===== src/hw/rtl/pst_pkg.sv =====
package pst_pkg;

    localparam int PST_MAX_PROCS = 16;
    localparam int ID_W   = 8;
    localparam int TIME_W = 16;
    localparam int PRIO_W = 8;
    localparam int DONE_W = 23;
    localparam int IN_W   = 48;
    localparam int OUT_W  = 120;

    // layout matches the input tdata, proc_id in the lowest bits
    typedef struct packed {
        logic [PRIO_W-1:0] prio;
        logic [TIME_W-1:0] burst;
        logic [TIME_W-1:0] arrival;
        logic [ID_W-1:0]   proc_id;
    } rec_t;

    typedef struct packed {
        logic ins;    // sorted insert of the incoming record
        logic shift;  // drain: every cell takes its right neighbor
    } cell_ctl_t;

    typedef struct packed {
        logic valid;
        logic gt;     // empty or holding a larger prio than the incoming one
        rec_t rec;
    } cell_out_t;

    typedef enum logic [1:0] {
        ST_LOAD  = 2'b01,
        ST_DRAIN = 2'b10
    } state_t;

endpackage


===== src/hw/rtl/priority_schedule_times_top.sv =====
// Loading: one record per cycle, the first MAX_PROCS inserted in prio order into
// the cell row. Draining: once the tlast item has set the drain state and the
// first result is registered, one result per cycle while m_axis_tready is high;
// the row shifts one cell toward the output. s_axis_tready is low from the tlast
// item until the last result is loaded. aresetn (synchronous) empties the row and
// the output register; stored records beyond the valid cells are not cleared.
module priority_schedule_times_top #(
    parameter int MAX_PROCS = pst_pkg::PST_MAX_PROCS
) (
    input  logic                      aclk,
    input  logic                      aresetn,
    input  logic                      s_axis_tvalid,
    output logic                      s_axis_tready,
    input  logic [pst_pkg::IN_W-1:0]  s_axis_tdata,  // proc_id, arrival, burst, prio
    input  logic                      s_axis_tlast,  // last_in
    output logic                      m_axis_tvalid,
    input  logic                      m_axis_tready,
    // out_id, out_arrival, out_burst, out_prio, completion, turnaround, waiting, 3 pad
    output logic [pst_pkg::OUT_W-1:0] m_axis_tdata,
    output logic                      m_axis_tlast   // last_out
);
    import pst_pkg::*;

    localparam int CW = $clog2(MAX_PROCS + 1);

    state_t        state_reg, state_next;
    logic [CW-1:0] count_reg, count_next;
    logic [CW-1:0] remain_reg, remain_next;
    logic          acc, ins, adv, shift, clr;
    cell_ctl_t     ctl;
    rec_t          new_rec;
    cell_out_t     cells [MAX_PROCS];
    cell_out_t     edge_l, edge_r;

    assign new_rec       = rec_t'(s_axis_tdata);
    assign s_axis_tready = (state_reg == ST_LOAD);
    assign acc           = s_axis_tvalid && s_axis_tready;
    assign ins           = acc && (count_reg < CW'(MAX_PROCS));
    assign clr           = acc && s_axis_tlast;
    assign shift         = (state_reg == ST_DRAIN) && adv;
    assign ctl.ins       = ins;
    assign ctl.shift     = shift;

    // left of cell 0 never claims the slot; right of the end is empty
    assign edge_l = '{valid: 1'b0, gt: 1'b0, rec: '0};
    assign edge_r = '{valid: 1'b0, gt: 1'b1, rec: '0};

    for (genvar i = 0; i < MAX_PROCS; i++) begin : g_cell
        pst_cell u_cell (
            .aclk    (aclk),
            .aresetn (aresetn),
            .ctl     (ctl),
            .new_rec (new_rec),
            .left    ((i == 0) ? edge_l : cells[(i == 0) ? 0 : i-1]),
            .right   ((i == MAX_PROCS-1) ? edge_r : cells[(i == MAX_PROCS-1) ? i : i+1]),
            .slot    (cells[i])
        );
    end

    always_comb begin
        state_next  = state_reg;
        count_next  = count_reg;
        remain_next = remain_reg;
        case (state_reg)
            ST_LOAD: begin
                if (ins) begin
                    count_next = count_reg + CW'(1);
                end
                if (clr) begin
                    state_next  = ST_DRAIN;
                    remain_next = ins ? count_reg + CW'(1) : count_reg;
                    count_next  = '0;
                end
            end
            ST_DRAIN: begin
                if (adv) begin
                    remain_next = remain_reg - CW'(1);
                    if (remain_reg == CW'(1)) begin
                        state_next = ST_LOAD;
                    end
                end
            end
            default: begin
                state_next = ST_LOAD;
            end
        endcase
    end

    always_ff @(posedge aclk) begin
        if (!aresetn) begin
            state_reg  <= ST_LOAD;
            count_reg  <= '0;
            remain_reg <= '0;
        end else begin
            state_reg  <= state_next;
            count_reg  <= count_next;
            remain_reg <= remain_next;
        end
    end

    pst_out u_out (
        .aclk          (aclk),
        .aresetn       (aresetn),
        .clr           (clr),
        .load          (shift),
        .last          (remain_reg == CW'(1)),
        .rec           (cells[0].rec),
        .adv           (adv),
        .m_axis_tvalid (m_axis_tvalid),
        .m_axis_tready (m_axis_tready),
        .m_axis_tdata  (m_axis_tdata),
        .m_axis_tlast  (m_axis_tlast)
    );

endmodule


===== src/hw/rtl/pst_cell.sv =====
module pst_cell (
    input  logic              aclk,
    input  logic              aresetn,
    input  pst_pkg::cell_ctl_t ctl,
    input  pst_pkg::rec_t     new_rec,
    input  pst_pkg::cell_out_t left,
    input  pst_pkg::cell_out_t right,
    output pst_pkg::cell_out_t slot
);
    import pst_pkg::*;

    logic valid_reg, valid_next;
    rec_t rec_reg, rec_next;
    logic gt;

    // equal prio does not count, so equal entries keep their load order
    assign gt = !valid_reg || (rec_reg.prio > new_rec.prio);

    always_comb begin
        valid_next = valid_reg;
        rec_next   = rec_reg;
        if (ctl.shift) begin
            valid_next = right.valid;
            rec_next   = right.rec;
        end else if (ctl.ins && gt) begin
            if (left.gt) begin
                valid_next = left.valid;
                rec_next   = left.rec;
            end else begin
                valid_next = 1'b1;
                rec_next   = new_rec;
            end
        end
    end

    always_ff @(posedge aclk) begin
        if (!aresetn) begin
            valid_reg <= 1'b0;
        end else begin
            valid_reg <= valid_next;
        end
    end

    always_ff @(posedge aclk) begin
        rec_reg <= rec_next;
    end

    assign slot.valid = valid_reg;
    assign slot.gt    = gt;
    assign slot.rec   = rec_reg;

endmodule


===== src/hw/rtl/pst_out.sv =====
module pst_out (
    input  logic                      aclk,
    input  logic                      aresetn,
    input  logic                      clr,
    input  logic                      load,
    input  logic                      last,
    input  pst_pkg::rec_t             rec,
    output logic                      adv,
    output logic                      m_axis_tvalid,
    input  logic                      m_axis_tready,
    output logic [pst_pkg::OUT_W-1:0] m_axis_tdata,
    output logic                      m_axis_tlast
);
    import pst_pkg::*;

    logic              valid_reg, valid_next;
    logic [DONE_W-1:0] done_reg, done_next;
    logic [DONE_W-1:0] start, comp, tat, wait_t;
    logic [DONE_W-1:0] arr_x, bur_x;
    rec_t              rec_reg;
    logic [DONE_W-1:0] comp_reg, tat_reg, wait_reg;
    logic              last_reg;

    assign adv   = !valid_reg || m_axis_tready;
    assign arr_x = {{(DONE_W-TIME_W){1'b0}}, rec.arrival};
    assign bur_x = {{(DONE_W-TIME_W){1'b0}}, rec.burst};

    // idle gap: the cpu waits for the arrival
    assign start  = (done_reg > arr_x) ? done_reg : arr_x;
    assign comp   = start + bur_x;
    assign wait_t = start - arr_x;
    assign tat    = wait_t + bur_x;

    always_comb begin
        valid_next = valid_reg;
        done_next  = done_reg;
        if (load) begin
            valid_next = 1'b1;
            done_next  = comp;
        end else if (m_axis_tready) begin
            valid_next = 1'b0;
        end
        if (clr) begin
            done_next = '0;
        end
    end

    always_ff @(posedge aclk) begin
        if (!aresetn) begin
            valid_reg <= 1'b0;
            done_reg  <= '0;
        end else begin
            valid_reg <= valid_next;
            done_reg  <= done_next;
        end
    end

    always_ff @(posedge aclk) begin
        if (load) begin
            rec_reg  <= rec;
            comp_reg <= comp;
            tat_reg  <= tat;
            wait_reg <= wait_t;
            last_reg <= last;
        end
    end

    assign m_axis_tvalid = valid_reg;
    assign m_axis_tdata  = {{(OUT_W-IN_W-3*DONE_W){1'b0}}, wait_reg, tat_reg, comp_reg,
                            rec_reg};
    assign m_axis_tlast  = last_reg;

endmodule


===== config.mk =====
export PLATFORM = sky130hd
export DESIGN_NAME = priority_schedule_times_top
export DESIGN_NICKNAME = d
export VERILOG_FILES = /design/src/hw/rtl/pst_pkg.sv /design/src/hw/rtl/priority_schedule_times_top.sv /design/src/hw/rtl/pst_cell.sv /design/src/hw/rtl/pst_out.sv
export SDC_FILE = /design/constraint.sdc
export NUM_CORES = 2
export LEC_CHECK = 0
export BUFFER_PORTS_ARGS = -buffer_cell sky130_fd_sc_hd__buf_2
export CAP_MARGIN = 20
export CORE_ASPECT_RATIO = 0.6
export CORE_MARGIN = 2
export CORE_UTILIZATION = 45
export DETAILED_ROUTE_END_ITERATION = 16
export GPL_TIMING_DRIVEN = 0
export PLACE_DENSITY_LB_ADDON = 0.25
export SETUP_SLACK_MARGIN = 0.05
export SLEW_MARGIN = 20
export SYNTH_ARGS = -nofsm -noshare
export SYNTH_HDL_FRONTEND = slang
export SYNTH_SLANG_ARGS = --single-unit

===== constraint.sdc =====
create_clock -name aclk -period 8.9 [get_ports aclk]
set_input_delay 2.67 -clock aclk [delete_from_list [all_inputs] [get_ports aclk]]
set_output_delay 2.67 -clock aclk [all_outputs]
set_load 0.03 [all_outputs]

* After elaboration in Yosys (flattened, before gate mapping)
Index checks and enable logic that the tools add are counted.
** Storage, ports and cells
- Input port bits :: 53
- Output and inout bits :: 123
- Register bits after elaboration :: 938
** Operators by class
- Bitwise operators :: 1
- $lt $le $gt $ge :: 18
- Add/subtract/negate cells :: 5
- Mux-type cells :: 102
- Equality and inequality tests :: 6
- Reduce and logical (&&, ||, !) cells :: 75
** Operators with widths (count)
- 48-bit two-way mux :: 45
- 8-bit > comparator :: 16
- 1-bit two-way mux :: 47
- 23-bit by 16-bit adder with 23-bit output :: 2
- 2-bit nonzero test :: 17
- 23-bit by 16-bit > comparator with 1-bit output :: 1
- 23-bit two-way mux :: 1
- 23-bit by 16-bit subtractor with 23-bit output :: 1
- 1-bit logical AND :: 20
- 5-bit two-way mux :: 4
- 1-bit logical NOT :: 17
- 1-bit logical OR :: 17
- 5-bit case mux with 2 select lines :: 1
- 2-bit two-way mux :: 3
- 3-bit AND reduction :: 2
- 5-bit by 1-bit adder with 5-bit output, second input constant :: 1
- 5-bit by 1-bit equality test with 1-bit output, second input constant :: 1
- 5-bit < comparator, second input constant :: 1
- 5-bit by 1-bit subtractor with 5-bit output, second input constant :: 1
- 2-bit by 1-bit != test with 1-bit output, second input constant :: 2
- 2-bit case mux with 2 select lines :: 1
- 2-bit OR reduction :: 2
- 2-bit by 1-bit equality test with 1-bit output, second input constant :: 1
- 2-bit equality test, second input constant :: 1
- 2 further kinds :: 2

* Longest topological paths before layout
- Depth after elaboration :: 6
- Depth in mapped cells :: 31

* Cells and area by module
Synthesis repeated with hierarchy kept, for this count alone.
** Unflattened totals
- Cell total of the unflattened synthesis :: 4797
- Area total of the unflattened synthesis :: 52512.9 um^2
** Modules (own cells, without submodules)
- pst_cell (g_cell[0].u_cell ...) :: cells each 254, instances 9, area an instance 2752.6 um^2, sequential area each 1461.4 um^2
- pst_cell (g_cell[3].u_cell ...) :: cells each 254, instances 7, area an instance 2748.9 um^2, sequential area each 1461.4 um^2
- pst_out :: cells each 651, instances 1, area an instance 7805.0 um^2, sequential area each 4023.9 um^2
- priority_schedule_times_top :: cells each 82, instances 1, area an instance 691.9 um^2, sequential area each 240.2 um^2

* Least setup slack after synthesis
Ideal clock, no wire load.
- Path type :: in2reg
- Start point :: input port s_axis_tdata[41] in the netlist's numbering
- End point :: register g_cell[13].u_cell.valid_reg
- Data required time :: 8771 ps
- Path slack :: 386 ps
- Arrival time :: 8384 ps
- Setup time :: 129 ps
- Cell stages on the path :: 14
- Cell sequence :: clkbuf_1 > inv_1 > ha_1 > nor2b_1 > o21ai_0 > nand2b_1 > a21oi_1 > o21ai_0 > o21ai_0 > and2_1 > clkbuf_1 > o21ai_0 > o211ai_1 > o211a_1
** On the way
- Cells in the longest elaborated chain, start to end :: 5
- Elaborated cells on any way between the ends :: 9
- Those cells by class :: order compare (2); mux (3); reduce/logical (4)
** Ends and longest elaborated chain
- start, declared :: line priority_schedule_times_top.sv:14 : input logic [pst_pkg::IN_W-1:0] s_axis_tdata,
- 8-bit > comparator :: line pst_cell.sv:17 : assign gt = !valid_reg || (rec_reg.prio > new_rec.prio);
- 1-bit logical OR :: line pst_cell.sv:17
- 1-bit two-way mux :: line pst_cell.sv:26 : if (left.gt) begin
- 1-bit two-way mux :: line pst_cell.sv:25 : end else if (ctl.ins && gt) begin
- 1-bit two-way mux :: line pst_cell.sv:22 : if (ctl.shift) begin
- end signal, assigned :: line pst_cell.sv:40 : valid_reg <= valid_next;
- end, declared :: line pst_cell.sv:12 : logic valid_reg, valid_next;
Parallel ways exist; a longest one is shown, timed or not. The select of a mux whose other input is x is not followed.
A chain may end at the register's enable or synchronous reset.

* Worst setup path after layout
- Start point :: register g_cell[0].u_cell.rec_reg, in the netlist g_cell[0].u_cell.slot[14]
- End point :: register u_out.tat_reg[19], data pin
** On the way
- Cells in the longest elaborated chain, start to end :: 4
** Ends and longest elaborated chain
- start, declared :: line pst_cell.sv:13 : rec_t rec_reg, rec_next;
- start signal, assigned :: line pst_cell.sv:45 : rec_reg <= rec_next;
- 23-bit by 16-bit > comparator with 1-bit output :: line pst_out.sv:29 : assign start = (done_reg > arr_x) ? done_reg : arr_x;
- 23-bit two-way mux :: line pst_out.sv:29
- 23-bit by 16-bit subtractor with 23-bit output (*) :: line pst_out.sv:31 : assign wait_t = start - arr_x;
- via u_out.wait_t[10] :: line pst_out.sv:18 : logic [DONE_W-1:0] start, comp, tat, wait_t;
- 23-bit by 16-bit adder with 23-bit output (*) :: line pst_out.sv:32 : assign tat = wait_t + bur_x;
- via u_out.tat[19] :: line pst_out.sv:18
- end signal, assigned :: line pst_out.sv:62 : tat_reg <= tat;
- end, declared :: line pst_out.sv:21 : logic [DONE_W-1:0] comp_reg, tat_reg, wait_reg;
Mark *: on every way through the listed nets, which the timed path passes. The rest lies on a longest branch.

==> impl_metrics.ini <==
[pwr]
p_leak_nw = 19.54
vdd_drop_max_uv = 147.4
p_per_area_nw_per_um2 = 214.2
p_total_w = 0.01206

[cts]
hold_buffers = 0
clk_latency_ns = 0.71
cts_buffer_depth = 3
clkTransAtPathRegs_ns = 0.07
cts_tree = yes
cts_sinks = 938
root_buffer = clkbuf_16
h-tree-depth = 3
cts_made_buffers = 86

[logic_synthesis]
netlist_area_um2 = 49730
postSynth.asyncResetShare_pct = 0
synth_top_cell_by_area = edfxtp_1
syn_area_per_cell_um2 = 10.90
synth_cells = 4564
ys_dominant_reg_cell = edfxtp_1
synth_edf_count = 838
synth_seq_cells = 938
yosysWarnings = 0
synth_cell_types = 72
synth_top_area_share_pct = 50.60
netlist_top_cells_area = edfxtp_1 51%, mux2i_1 14%, o21ai_0 8.2%
ys_seq_area_share_pct = 54.63

[place]
gp_congestion = 0.9574
post_dp_cell_area_um2 = 53500
dp_hpwl_um = 122400
io_buffer_count = 171

[critical_path]
critPathLaunchType = flip-flop
cp-end-kind = flip-flop
endpoint = u_out.tat_reg[19]
startpoint = g_cell[0].u_cell.slot[14]
rr_endpoint = u_out.tat_reg[19]
crit_required_ns = 9.33
rr_worst_depth = 27
arrival_ns = 8.56
r2r_slack_ns = 0.77
reg2reg_from = g_cell[0].u_cell.slot[14]
critPathMaxFanout = 10
worst-setup-path-type = reg -> reg

[global_routing]
antenna_found_initial = 16
grt-ovfl-total = 0
grt_pass1_vias = 37460
grt_max_degree = 51
track_usage_pct = 26.97
grt_pass1_wl_um = 232200

[floorplan]
initial_core_util_pct = 45.37
die_h_um = 261.5
row_count = 94
fp.coreArea_um2 = 109600
die_area_um2 = 113300
die_x_um = 433.2
ioPinCount = 176

[final_layout]
multi_input_area_um2 = 21140
areaGrowthSynthToFinish_pct = 13.24
largest_register_ff_count = 768
seq_area_um2 = 27170
fillCellCount = 10030
layout-drive-gt1-share_pct = 8.918
final_core_util_pct = 51.37
nets = 5111
design_area_um2 = 56310

[timing]
fmax_ghz = 0.1229
holdWs_ns = 0.4505
finalHoldViolations = 0
rsz0062_at_grt = no
min_period_over_period_pct = 91.39
finClkSkew_ns = 0.03463
slew_headroom_pct = 14.60
worst_slew_pin_slew_ns = 1.278
setup_violations = 0
post-route-min-period_ns = 8.134
slew_viol_final = 0

[route]
num_vias = 38260
routedWlPerCell_um = 24.25
drt_iter0_markers = 4717
drt_first_pass_iters = 6
drc_errors = 0
ant_nets = 0
post_drt_via_cell_ratio = 5.952
routed_wl_um = 155900

[flow_run]
cap_viol_max_count = 0

[hold_path]
hold_path_class = reg -> reg

[run_status]
status = complete, no violations
power breakdown:
part,switching [W],internal (W),total [W]
sequential,0.000338,0.00557,0.00591
clock,0.00177,0.00204,0.00381
combinational,0.00141,0.000928,0.00234
total,0.00352,0.00854,0.0121
Yosys cell counts (all sizes together) (3+ instances only):
cell type  number
a211oi          8
a21boi         11
a21o           44
a21oi         151
a311oi          4
a32oi           8
a41oi           4
and2            6
and3            3
buf            89
clkbuf        247
dfxtp         100
edfxtp        838
fa              3
ha            195
inv            73
mux2i         717
nand2         909
nand2b         21
nand3          47
nand3b         10
nand4          21
nor2           57
nor2b          19
nor3           14
nor4            5
o211a          15
o211ai         11
o21a            9
o21ai         812
o21bai          7
o22ai           9
or2             5
or3             5
xnor2          41
xor2           24
what timing repair did:
item / in CTS / in global routing
gates resized for setup: 0 / 3
buffers inserted: 0 / 1
endpoints found under the setup margin: 0 / 7
how the worst min path moves through the flow:
stage / endpoint / cells after the start / from / slack (ns)
after detailed placement: u_out.m_axis_tdata[4] / 0 / g_cell[0].u_cell.slot[4] / 0.43
after floorplan: u_out.m_axis_tdata[0] / 0 / g_cell[0].u_cell.slot[0] / 0.43
after CTS: u_out.m_axis_tdata[4] / 0 / g_cell[0].u_cell.slot[4] / 0.45
after global routing: u_out.m_axis_tdata[4] / 0 / g_cell[0].u_cell.slot[4] / 0.45
after global placement: u_out.m_axis_tdata[4] / 0 / g_cell[0].u_cell.slot[4] / 0.43
final: u_out.m_axis_tdata[4] / 0 / g_cell[0].u_cell.slot[4] / 0.45
cell type report:
cell class | instances | share of cell area (%)
plain buffers | 336 | 2.389
well taps | 1488 | 3.306
clock buffers | 137 | 4.613
diodes | 7 | 0.03111
clock inverters | 25 | 0.2933
flip-flops and latches | 938 | 48.24
inverters | 73 | 0.4866
repair buffers | 206 | 3.097
multi-input cells | 3219 | 37.54
metrics by stage:
step | worst slack, ns | cells | TNS (ns)
final | 0.7662 | 6429 | 0
after detailed placement | 0.3741 | 6259 | 0
after CTS | 0.3408 | 6421 | 0
after floorplan | 0.3865 | 4566 | 0
after global routing | 0.3093 | 6423 | 0
after global placement | -3.828 | 6225 | -2041.98
cell families (layout without fill, tap and decap cells):
logic type               after synthesis  count (layout)  synth area share (%)
buffers and inverters                409             777                 3.246
multiplexers                         718             718                 14.45
XOR/XNOR                              65              65                 1.175
other                                  1              10              0.007541
flip-flops                           938             938                 54.63
AO/OA/AOI/OAI                       1107            1107                 12.11
AND/OR/NAND/NOR                     1128            1128                 9.352
adder cells (fa/ha/maj)              198             198                 5.027
routing by layer:
layer  vias to the layer above  global-route usage, %  share of wire, %
li1                      17240                      -                 -
met1                     19190                  43.74                49
met2                      1656                  35.27                38
met3                       160                  7.425                11
met4                        14                  4.607               1.3
met5                         -                      0             0.055
cells in the final DEF (no fill, tap or decap), types with 14 or more instances in the layout:
cell / Yosys / layout
a21oi_1: 149 / 148
a21o_1: 41 / 40
nand2b_1: 20 / 20
nor2b_1: 19 / 19
dfxtp_1: 100 / 100
edfxtp_1: 838 / 838
ha_1: 195 / 195
xnor2_1: 41 / 41
clkbuf_16: 0 / 91
buf_2: 42 / 214
nand3_1: 47 / 47
buf_16: 0 / 28
xor2_1: 22 / 22
inv_1: 71 / 71
nor2_1: 57 / 57
buf_1: 42 / 41
clkbuf_8: 0 / 14
nand2_1: 909 / 908
clkbuf_1: 246 / 273
o21ai_0: 810 / 796
mux2i_1: 717 / 717
nand4_1: 20 / 20
o211a_1: 15 / 15
critical path, stage by stage (launching register included):
cell and delay [ns]:
edfxtp_1 0.52, inv_1 0.14, ha_1 0.38, nand4_1 0.14, o21ai_1 0.63, o21ai_0 0.18
o2111ai_1 0.13, o211ai_1 0.22, nand3b_1 0.20, buf_12 0.17, clkbuf_2 0.36, o21ai_0 0.33
fa_1 0.53, a211oi_1 0.49, o2111ai_1 0.34, and3_1 0.34, o21ai_0 0.16, nand2b_1 0.09
xor2_1 0.16, ha_1 0.39, nand2_1 0.13, nor2_1 0.25, nand2_1 0.14, o311ai_1 0.56
nor2b_1 0.09, nor3_1 0.46, nand3_1 0.17, xnor2_1 0.15
No activity file was read; power rests on OpenSTA's default activity.
